## src/sv/rhpc_pkg.sv

```systemverilog
// Types and constants shared by the RGB565 palette classifier.
package rhpc_pkg;

   localparam int unsigned COORD_W     = 10;
   localparam int unsigned PIXEL_W     = 16;
   localparam int unsigned CODE_W      = 4;
   localparam int unsigned CSR_INDEX_W = 4;

   // Register indexes on the configuration port.
   localparam logic [CSR_INDEX_W-1:0] CSR_BLACK  = 4'd0;
   localparam logic [CSR_INDEX_W-1:0] CSR_WHITE  = 4'd1;
   localparam logic [CSR_INDEX_W-1:0] CSR_YELLOW = 4'd2;
   localparam logic [CSR_INDEX_W-1:0] CSR_RED    = 4'd3;

   // Reset values of the palette registers.
   localparam logic [CODE_W-1:0] BLACK_RESET  = 4'd0;
   localparam logic [CODE_W-1:0] WHITE_RESET  = 4'd1;
   localparam logic [CODE_W-1:0] YELLOW_RESET = 4'd2;
   localparam logic [CODE_W-1:0] RED_RESET    = 4'd3;

   // Fixed palette codes.
   localparam logic [CODE_W-1:0] CODE_BLUE  = 4'd5;
   localparam logic [CODE_W-1:0] CODE_GREEN = 4'd6;

   // Channel widening to 8 bits: (c * MUL + ADD) >> 6.
   localparam logic [13:0] WIDEN5_MUL = 14'd527;
   localparam logic [13:0] WIDEN5_ADD = 14'd23;
   localparam logic [13:0] WIDEN6_MUL = 14'd259;
   localparam logic [13:0] WIDEN6_ADD = 14'd33;

   // Saturation limit 0.18 as 50*delta < 9*max, value limit 0.4 as max < 102.
   localparam logic [13:0] SAT_DELTA_MUL = 14'd50;
   localparam logic [13:0] SAT_MAX_MUL   = 14'd9;
   localparam logic [7:0]  BLACK_LIMIT   = 8'd102;

   typedef struct packed {
      logic [PIXEL_W-1:0] pixel_rgb565;
      logic [COORD_W-1:0] column;
      logic [COORD_W-1:0] row;
   } req_payload_type;

   typedef struct packed {
      logic [CODE_W-1:0]  color_code;
      logic [COORD_W-1:0] out_column;
      logic [COORD_W-1:0] out_row;
   } rsp_payload_type;

   typedef struct packed {
      logic [CODE_W-1:0] black_code;
      logic [CODE_W-1:0] white_code;
      logic [CODE_W-1:0] yellow_code;
      logic [CODE_W-1:0] red_code;
   } palette_codes_type;

endpackage

```

## src/sv/rhpc_csr.sv

```systemverilog
// Palette code registers written through the configuration port.
module rhpc_csr
   import rhpc_pkg::*;
(
   input  logic                   clock,
   input  logic                   reset,
   input  logic                   csr_valid,
   input  logic [CSR_INDEX_W-1:0] csr_index,
   input  logic [CODE_W-1:0]      csr_wdata,
   output palette_codes_type      codes
);

   palette_codes_type codes_ff;
   palette_codes_type codes_in;

   always_comb begin
      codes_in = codes_ff;
      if (csr_valid) begin
         unique case (csr_index)
            CSR_BLACK:  codes_in.black_code  = csr_wdata;
            CSR_WHITE:  codes_in.white_code  = csr_wdata;
            CSR_YELLOW: codes_in.yellow_code = csr_wdata;
            CSR_RED:    codes_in.red_code    = csr_wdata;
            default:    codes_in = codes_ff;
         endcase
      end
   end

   always_ff @(posedge clock) begin
      if (reset) begin
         codes_ff.black_code  <= BLACK_RESET;
         codes_ff.white_code  <= WHITE_RESET;
         codes_ff.yellow_code <= YELLOW_RESET;
         codes_ff.red_code    <= RED_RESET;
      end else begin
         codes_ff <= codes_in;
      end
   end

   assign codes = codes_ff;

endmodule

```

## src/sv/rhpc_wrap.sv

```systemverilog
// Coordinate wrap modulo a constant by a short chain of compare-subtract steps.
module rhpc_wrap
   import rhpc_pkg::*;
#(
   parameter int unsigned MODULUS = 1024
)
(
   input  logic [COORD_W-1:0] coord_in,
   output logic [COORD_W-1:0] coord_out
);

   localparam int unsigned QUOT   = (1 << COORD_W) / MODULUS;
   localparam int unsigned STEPS  = (QUOT < 1) ? 1 : $clog2(QUOT + 1);
   localparam int unsigned WIDE_W = $clog2(MODULUS + 1) + STEPS;

   logic [COORD_W-1:0] rem [0:STEPS];

   assign rem[STEPS] = coord_in;

   // Restoring division: each step removes the modulus shifted by one quotient bit.
   for (genvar k = STEPS - 1; k >= 0; k--) begin : g_step
      localparam logic [WIDE_W-1:0] DIVISOR = WIDE_W'(MODULUS) << k;
      logic [WIDE_W-1:0] rem_wide;
      assign rem_wide = WIDE_W'(rem[k+1]);
      assign rem[k] = (rem_wide >= DIVISOR) ? COORD_W'(rem_wide - DIVISOR) : rem[k+1];
   end

   assign coord_out = rem[0];

endmodule

```

## src/sv/rhpc_color.sv

```systemverilog
// RGB565 to palette code: channel widening, HSV saturation test and hue bands.
module rhpc_color
   import rhpc_pkg::*;
(
   input  logic [PIXEL_W-1:0] pixel_rgb565,
   input  palette_codes_type  codes,
   output logic [CODE_W-1:0]  color_code
);

   logic [13:0]        r_wide;
   logic [13:0]        g_wide;
   logic [13:0]        b_wide;
   logic [7:0]         r8;
   logic [7:0]         g8;
   logic [7:0]         b8;
   logic [7:0]         mx_rg;
   logic [7:0]         mx;
   logic [7:0]         mn_rg;
   logic [7:0]         mn;
   logic [7:0]         delta;
   logic               is_gray;
   logic signed [13:0] d_s;
   logic signed [13:0] r_s;
   logic signed [13:0] g_s;
   logic signed [13:0] b_s;
   logic signed [13:0] t_red;
   logic signed [13:0] t_green;
   logic signed [13:0] t_blue;

   assign r_wide = 14'(pixel_rgb565[15:11]) * WIDEN5_MUL + WIDEN5_ADD;
   assign g_wide = 14'(pixel_rgb565[10:5])  * WIDEN6_MUL + WIDEN6_ADD;
   assign b_wide = 14'(pixel_rgb565[4:0])   * WIDEN5_MUL + WIDEN5_ADD;
   assign r8 = r_wide[13:6];
   assign g8 = g_wide[13:6];
   assign b8 = b_wide[13:6];

   assign mx_rg = (g8 > r8) ? g8 : r8;
   assign mx    = (b8 > mx_rg) ? b8 : mx_rg;
   assign mn_rg = (g8 < r8) ? g8 : r8;
   assign mn    = (b8 < mn_rg) ? b8 : mn_rg;
   assign delta = mx - mn;

   assign is_gray = (mx == 8'd0) ||
                    ((14'(delta) * SAT_DELTA_MUL) < (14'(mx) * SAT_MAX_MUL));

   assign d_s = $signed({6'b0, delta});
   assign r_s = $signed({6'b0, r8});
   assign g_s = $signed({6'b0, g8});
   assign b_s = $signed({6'b0, b8});
   assign t_red   = g_s - b_s;
   assign t_green = b_s - r_s;
   assign t_blue  = r_s - g_s;

   // Hue bands are compared against delta so that no division is needed.
   always_comb begin
      if (is_gray) begin
         color_code = (mx < BLACK_LIMIT) ? codes.black_code : codes.white_code;
      end else if (mx == r8) begin
         // Red is largest: yellow from 45 degrees up, red otherwise.
         color_code = ((t_red * 14'sd4) >= (d_s * 14'sd3)) ? codes.yellow_code
                                                            : codes.red_code;
      end else if (mx == g8) begin
         if ((t_green * 14'sd2) < -d_s) begin
            color_code = codes.yellow_code;
         end else if ((t_green * 14'sd2) < d_s) begin
            color_code = CODE_GREEN;
         end else begin
            color_code = codes.red_code;
         end
      end else begin
         if (((t_blue * 14'sd3) >= -(d_s * 14'sd2)) && ((t_blue * 14'sd12) < d_s)) begin
            color_code = CODE_BLUE;
         end else begin
            color_code = codes.red_code;
         end
      end
   end

endmodule

```

## src/sv/rgb565_hsv_palette_classifier.sv

```systemverilog
// Top level of the RGB565 palette classifier: input register, classify logic, result register.
// A beat accepted on req passes the input register, then the result register, to reach rsp.
// Throughput: one pixel per clock unless rsp stalls; both registers form a two-entry pipeline.
// The palette registers accept a write in every cycle (csr_ready is always high).
// Reset is synchronous and active high: it empties both pipeline stages and loads the
// palette registers with black 0, white 1, yellow 2 and red 3.
module rgb565_hsv_palette_classifier
   import rhpc_pkg::*;
#(
   parameter int unsigned MAX_COLUMNS = 1024,
   parameter int unsigned MAX_ROWS    = 1024
)
(
   input  logic                   clock,
   input  logic                   reset,
   input  logic                   req_valid,
   output logic                   req_ready,
   input  req_payload_type        req_payload,
   output logic                   rsp_valid,
   input  logic                   rsp_ready,
   output rsp_payload_type        rsp_payload,
   input  logic                   csr_valid,
   output logic                   csr_ready,
   input  logic [CSR_INDEX_W-1:0] csr_index,
   input  logic [CODE_W-1:0]      csr_wdata
);

   palette_codes_type codes;

   logic              in_valid_ff;
   logic              in_valid_in;
   req_payload_type   in_pay_ff;
   logic              out_valid_ff;
   logic              out_valid_in;
   rsp_payload_type   out_pay_ff;
   rsp_payload_type   out_pay_in;
   logic              req_beat;
   logic              out_advance;

   // The configuration port never stalls.
   assign csr_ready = 1'b1;

   rhpc_csr u_csr (
      .clock     (clock),
      .reset     (reset),
      .csr_valid (csr_valid),
      .csr_index (csr_index),
      .csr_wdata (csr_wdata),
      .codes     (codes)
   );

   // The result register takes a new beat when it is empty or being drained this cycle.
   // The input register can then always hand its beat on, so it takes a new one too.
   assign out_advance = !out_valid_ff || rsp_ready;
   assign req_ready   = !in_valid_ff || out_advance;
   assign req_beat    = req_valid && req_ready;

   always_comb begin
      if (req_beat) begin
         in_valid_in = 1'b1;
      end else if (out_advance) begin
         in_valid_in = 1'b0;
      end else begin
         in_valid_in = in_valid_ff;
      end
      out_valid_in = out_advance ? in_valid_ff : out_valid_ff;
   end

   // Classification and coordinate wrap sit between the two registers.
   rhpc_color u_color (
      .pixel_rgb565 (in_pay_ff.pixel_rgb565),
      .codes        (codes),
      .color_code   (out_pay_in.color_code)
   );

   rhpc_wrap #(
      .MODULUS (MAX_COLUMNS)
   ) u_wrap_column (
      .coord_in  (in_pay_ff.column),
      .coord_out (out_pay_in.out_column)
   );

   rhpc_wrap #(
      .MODULUS (MAX_ROWS)
   ) u_wrap_row (
      .coord_in  (in_pay_ff.row),
      .coord_out (out_pay_in.out_row)
   );

   always_ff @(posedge clock) begin
      if (reset) begin
         in_valid_ff  <= 1'b0;
         out_valid_ff <= 1'b0;
      end else begin
         in_valid_ff  <= in_valid_in;
         out_valid_ff <= out_valid_in;
      end
   end

   // Payload registers load only when a beat moves into them.
   always_ff @(posedge clock) begin
      if (req_beat) begin
         in_pay_ff <= req_payload;
      end
      if (out_advance && in_valid_ff) begin
         out_pay_ff <= out_pay_in;
      end
   end

   assign rsp_valid   = out_valid_ff;
   assign rsp_payload = out_pay_ff;

endmodule

```

## config.mk

```make
export PLATFORM = sky130hd
export DESIGN_NAME = rgb565_hsv_palette_classifier
export DESIGN_NICKNAME = d
export VERILOG_FILES = /design/src/sv/rhpc_pkg.sv /design/src/sv/rhpc_csr.sv /design/src/sv/rhpc_wrap.sv /design/src/sv/rhpc_color.sv /design/src/sv/rgb565_hsv_palette_classifier.sv
export SDC_FILE = /design/constraint.sdc
export NUM_CORES = 1
export LEC_CHECK = 0
export ABC_AREA = 1
export CORE_MARGIN = 10
export CORE_UTILIZATION = 30
export DETAILED_ROUTE_END_ITERATION = 8
export DONT_BUFFER_PORTS = 1
export PLACE_DENSITY = 0.54
export SETUP_SLACK_MARGIN = 0.15
export SLEW_MARGIN = 10
export SYNTH_ARGS = -nofsm -noshare
export SYNTH_HDL_FRONTEND = slang
export SYNTH_SLANG_ARGS = --single-unit
```

## constraint.sdc

```tcl
create_clock -name clock -period 24.9 [get_ports clock]
set_input_delay 3.735 -clock clock [delete_from_list [all_inputs] [get_ports clock]]
set_output_delay 3.735 -clock clock [all_outputs]
set_load 0.01 [all_outputs]
```

* Word-level counts from Yosys, hierarchy flattened
Index checks and enable logic that the tools add are counted.
** Word-level totals
- Bits in registers :: 78
- Bits of input ports :: 49
- Output and inout port bits :: 27
- Logic and storage cells :: 80
** Cells by class
- Add/sub/neg operators :: 11
- Multipliers :: 8
- Magnitude comparators :: 13
- Equal/unequal tests :: 5
- Mux-type cells :: 16
- Reduce and logical (&&, ||, !) cells :: 15
** Operator list (count)
- $mux 4 :: 8
- $mux 8 :: 4
- $add 14x5->14 const B :: 2
- $ge 14x14->1 :: 2
- $lt 14x9->1 :: 2
- $mul 5x10->14 const B :: 2
- $sub 8x8->9 :: 3
- $ge 10x11->1 const B :: 2
- $mux 10 :: 2
- $sub 10x1->10 const B :: 2
- $eq 8x8->1 :: 2
- $gt 8x8->1 :: 2
- $lt 8x8->1 :: 2
- $add 14x6->14 const B :: 1
- $lt 14x12->1 :: 1
- $lt 14x14->1 :: 1
- $mul 14x3->12 const B :: 1
- $mul 14x3->14 const B :: 1
- $mul 6x9->14 const B :: 1
- $neg 8->14 :: 1
- $neg 9->14 :: 1
- $mul 8x5->13 const B :: 1
- $mul 8x4->12 const B :: 1
- $mul 8x2->10 const B :: 1
- 12 further kinds :: 22

* Depth between registers and ports, before layout
- Word-level depth :: 14
- Gate-level depth with buffers :: 69
- Gate-level depth less buffers :: 67

* By module
A second synthesis with hierarchy kept.
** Second synthesis, totals
- Cells, all modules :: 1425
- Area, all modules :: 10752.8 sq um
** By module, submodules not included
- rhpc_color :: times used 1, cells each 1214, area each 7897.6 sq um, sequential area each 0.0 sq um
- rgb565_hsv_palette_classifier :: times used 1, cells each 74, area each 1904.3 sq um, sequential area each 1841.8 sq um
- rhpc_csr :: times used 1, cells each 117, area each 800.8 sq um, sequential area each 320.3 sq um
- rhpc_wrap :: times used 2, cells each 10, area each 75.1 sq um, sequential area each 0.0 sq um

* Least setup slack after synthesis
Ideal clock, no wire load.
- Path kind :: register to register
- From :: reg in_pay_ff[34] (netlist name)
- To :: reg out_pay_ff, in the netlist rsp_payload[20] (data pin)
- Library setup time :: 0.252 ns
- Arrival :: 10.601 ns
- Data required time :: 24.648 ns
- Slack :: 14.047 ns
- Stages on the path, launching flop included :: 65
- Path buffers :: 2
- Period minus slack after synthesis :: 10.853 ns
- Cell sequence :: edfxtp_1 inv_1 ha_1 inv_1 fa_1 inv_1 fa_1 inv_1 ha_1 nand2_1 nor2_1 nand2_1 nand2_1 a21o_1 nand2_1 nor2_1 xor2_1 inv_1 [29 not listed] inv_1 ha_1 a21oi_1 o21ai_0 a21oi_1 nor2_1 nor2_1 o21ai_0 a21oi_1 xor2_1 inv_1 nor2_1 and3_1 o21ai_0 nand4_1 nand2_1 nand2_1 nand2_1
** RTL lines
- from (decl) :: RTL line rgb565_hsv_palette_classifier.sv:32 : req_payload_type in_pay_ff;
- from (signal assigned) :: RTL line rgb565_hsv_palette_classifier.sv:103 : in_pay_ff <= req_payload;
- to (signal assigned) :: RTL line rgb565_hsv_palette_classifier.sv:106 : out_pay_ff <= out_pay_in;
- to (decl) :: RTL line rgb565_hsv_palette_classifier.sv:35 : rsp_payload_type out_pay_ff;

==> summary.md <==
| Metric | Value |
|---|---|
| Most common cell after layout, fill and taps aside | nand2_1 |
| Worst-Skew Late Latency | 0.35 ns |
| Total gr overflow | 0 |
| Register bit total from synthesis | 78 |
| Core area | 0.0338 sq mm |
| Total track usage | 12.7% |
| Die X | 206 um |
| Tcrit/Tclk final | 48.8% |
| Post-Place Cell Area | 0.0109 sq mm |
| Per-cell routed wire length | 14.9 um |
| DIE AREA | 0.0424 sq mm |
| Slew Limit Headroom | 40.1% |
| First-pass GRT wire length | 43.1 mm |
| Placed Instances | 1791 |
| Clock buffer depth | 2 |
| Kind of critical path | reg2reg |
| Drt total wl | 26.8 mm |
| Most used flip-flop cell after synthesis | edfxtp_1 |
| Setup_tns | 0 ns |
| Layout cells sized above 1 | 7.36% |
| Vias | 8482 |
| FILL cells | 3616 |
| Slowest stage delay, CP | 0.69 ns |
| Slew at the pin with the worst max-slew slack | 0.890 ns |
| Fmax | 0.0822 GHz |
| Count of endpoints failing setup in the final report | 0 |
| Slowest-stage cell, CP | a211oi_1 |
| Hold buffers post-CTS | 0 |
| Warnings from Yosys | 0 |
| CTS tree | yes |
| Post-synth EDFFs | 60 |
| Worst Path Required | 25.01 ns |
| Worst Setup Start Kind | flop |
| Most frequent cells in the layout | nand2_1 (261), inv_1 (253), ha_1 (197) |
| CP max FO | 16 |
| Number of top-level pins | 76 |
| Max H-tree Level | 3 |
| Initial antenna violation count | 0 |
| DRC viols | 0 |
| CP arrival | 12.27 ns |
| Starting density of the core | 30.7% |
| CTS sink cnt | 78 |
| Cell area after layout | 0.0112 sq mm |
| Critical Path End Type | flop |
| Nets | 1628 |
| Height of the die | 206 um |
| Input/output buffers | 0 |
| Via/cell ratio | 4.69 |
| Post-Syn Instances | 1345 |
| Resized Gates After CTS | 0 |
| Critical Path Most Common Cell | inv_1 |
| Post-route insts no fill | 1807 |
| Routability cong. | 0.911 |
| Seq/Total Area, Yosys | 20.9% |
| Syn Area/Cell | 7.70 sq um |
| Layout Area Growth over Synthesis | 8.06% |
| DPL Wire Length | 22.9 mm |
| RSZ-0062 raised after global routing | false |
| Initial DRC Count | 488 |
| Max-cap violations | 0 |
| First drt pass iteration count | 6 |
| Antenna cells | 0 |
| Largest net degree at the start of global routing | 34 |
| Root Buffer | clkbuf_16 |
| Worst-path clk slew | 0.07 ns |
| Status | finished, final reports clean |
| Clock Skew | 0.0106 ns |
| DRT antenna net count | 0 |
| # rows | 67 |
| Via count of the first global-routing pass | 8539 |
| Hold Path Class | reg2reg |
| # Post-CTS Setup Buffers | 0 |
| Async S/R FF share, synth | 0% |
| Slew Viols, Final | 0 |
| Syn Nets | 1619 |
| Yosys cell types | 53 |
| Synth Cell Area | 0.0104 sq mm |
| Fin crit period | 12.16 ns |
| Final Hold Vio Count | 0 |
| Number of buffers created by CTS | 9 |
worst max-delay path, delay by kind of cell (launching register included):
family | cells | cell delay (ns)
simple gates | 24 | 2.77
fa+ha+maj | 11 | 4.37
buf+inv | 10 | 0.91
xor+xnor | 3 | 1.00
flops | 1 | 0.47
compound gates | 12 | 2.38
cells in the mapped netlist, drive strengths merged (2+ instances only):
library cell  count  area (sq um)
xnor2            19           166
nand3            88           503
a21oi            78           402
nand2           297          1250
buf               5          48.8
nand4             9          56.3
a21o              5          37.5
o22ai             3          18.8
o21bai            8          63.8
o21ai            55           275
o221ai            3          26.3
nand3b            5          37.5
edfxtp           60          1800
nor3              5          25.0
nor2             88           353
clkbuf            2          7.51
a211oi            8          60.1
fa               28           561
ha              197          2460
a2111oi           3          26.3
xor2             63           574
o211ai            7          52.6
or2               3          18.8
dfxtp            18           360
a31o              2          17.5
o21a              3          22.5
nor4              5          31.3
a21boi            3          22.5
inv             264           991
and2              2          12.5
registers in the layout (all words and copies together) (netlist names):
register     cells
rsp_valid        1
in_valid_ff      1
in_pay_ff       36
u_csr.codes     16
rsp_payload     24
final timing paths:
path,from,endpoint,slack [ns],cells after the start
worst min-delay path,in_pay_ff[18]$_DFFE_PP_,rsp_payload[18]$_DFFE_PP_,0.41,0
worst max-delay path,in_pay_ff[35]$_DFFE_PP_,rsp_payload[20]$_DFFE_PP_,12.74,60
worst min register to register,in_pay_ff[18]$_DFFE_PP_,rsp_payload[18]$_DFFE_PP_,0.41,0
worst max register to register,in_pay_ff[35]$_DFFE_PP_,rsp_payload[20]$_DFFE_PP_,12.74,60
through the flow:
step,worst slack (ns),hold slack (ns),utilization [%]
3_5_place_dp,12.76,0.408,32.3
2_1_floorplan,14.05,0.400,-
5_1_grt,11.46,0.419,33.1
4_1_cts,12.72,0.408,33.1
6_report,12.74,0.409,33.1
3_3_place_gp,13.13,0.400,32.3
cell type report:
cell class	count	area, sq um	area share (%)
tap	448	561	5.01
sequential	78	2160	19.3
clock inverter	7	62.6	0.559
clock buffer	9	225	2.01
timing repair buffer	5	37.5	0.335
inverter	264	991	8.85
multi-input combinational	996	7150	63.9
cells by family after synthesis:
group / count (synthesis) / share of synthesized area, %
AO/OA/AOI/OAI: 183 / 10.3
AND/OR/NAND/NOR: 505 / 22.3
XOR/XNOR: 82 / 7.15
other: 1 / 0.0362
flip-flops: 78 / 20.9
buffers and inverters: 271 / 10.1
adder cells (fa/ha/maj): 225 / 29.2
per-layer routing:
metal  up-vias  global-route usage [%]  share of wire [%]
li1       4408                       -                  -
met1      3865                    15.9                 46
met2       179                    21.9                 47
met3        30                    2.22                4.6
met4         0                    3.91                2.1
met5         -                       0                  0
Power is not shown: default switching activity piles up to over one toggle a cycle in this logic, so the estimate is an artifact.
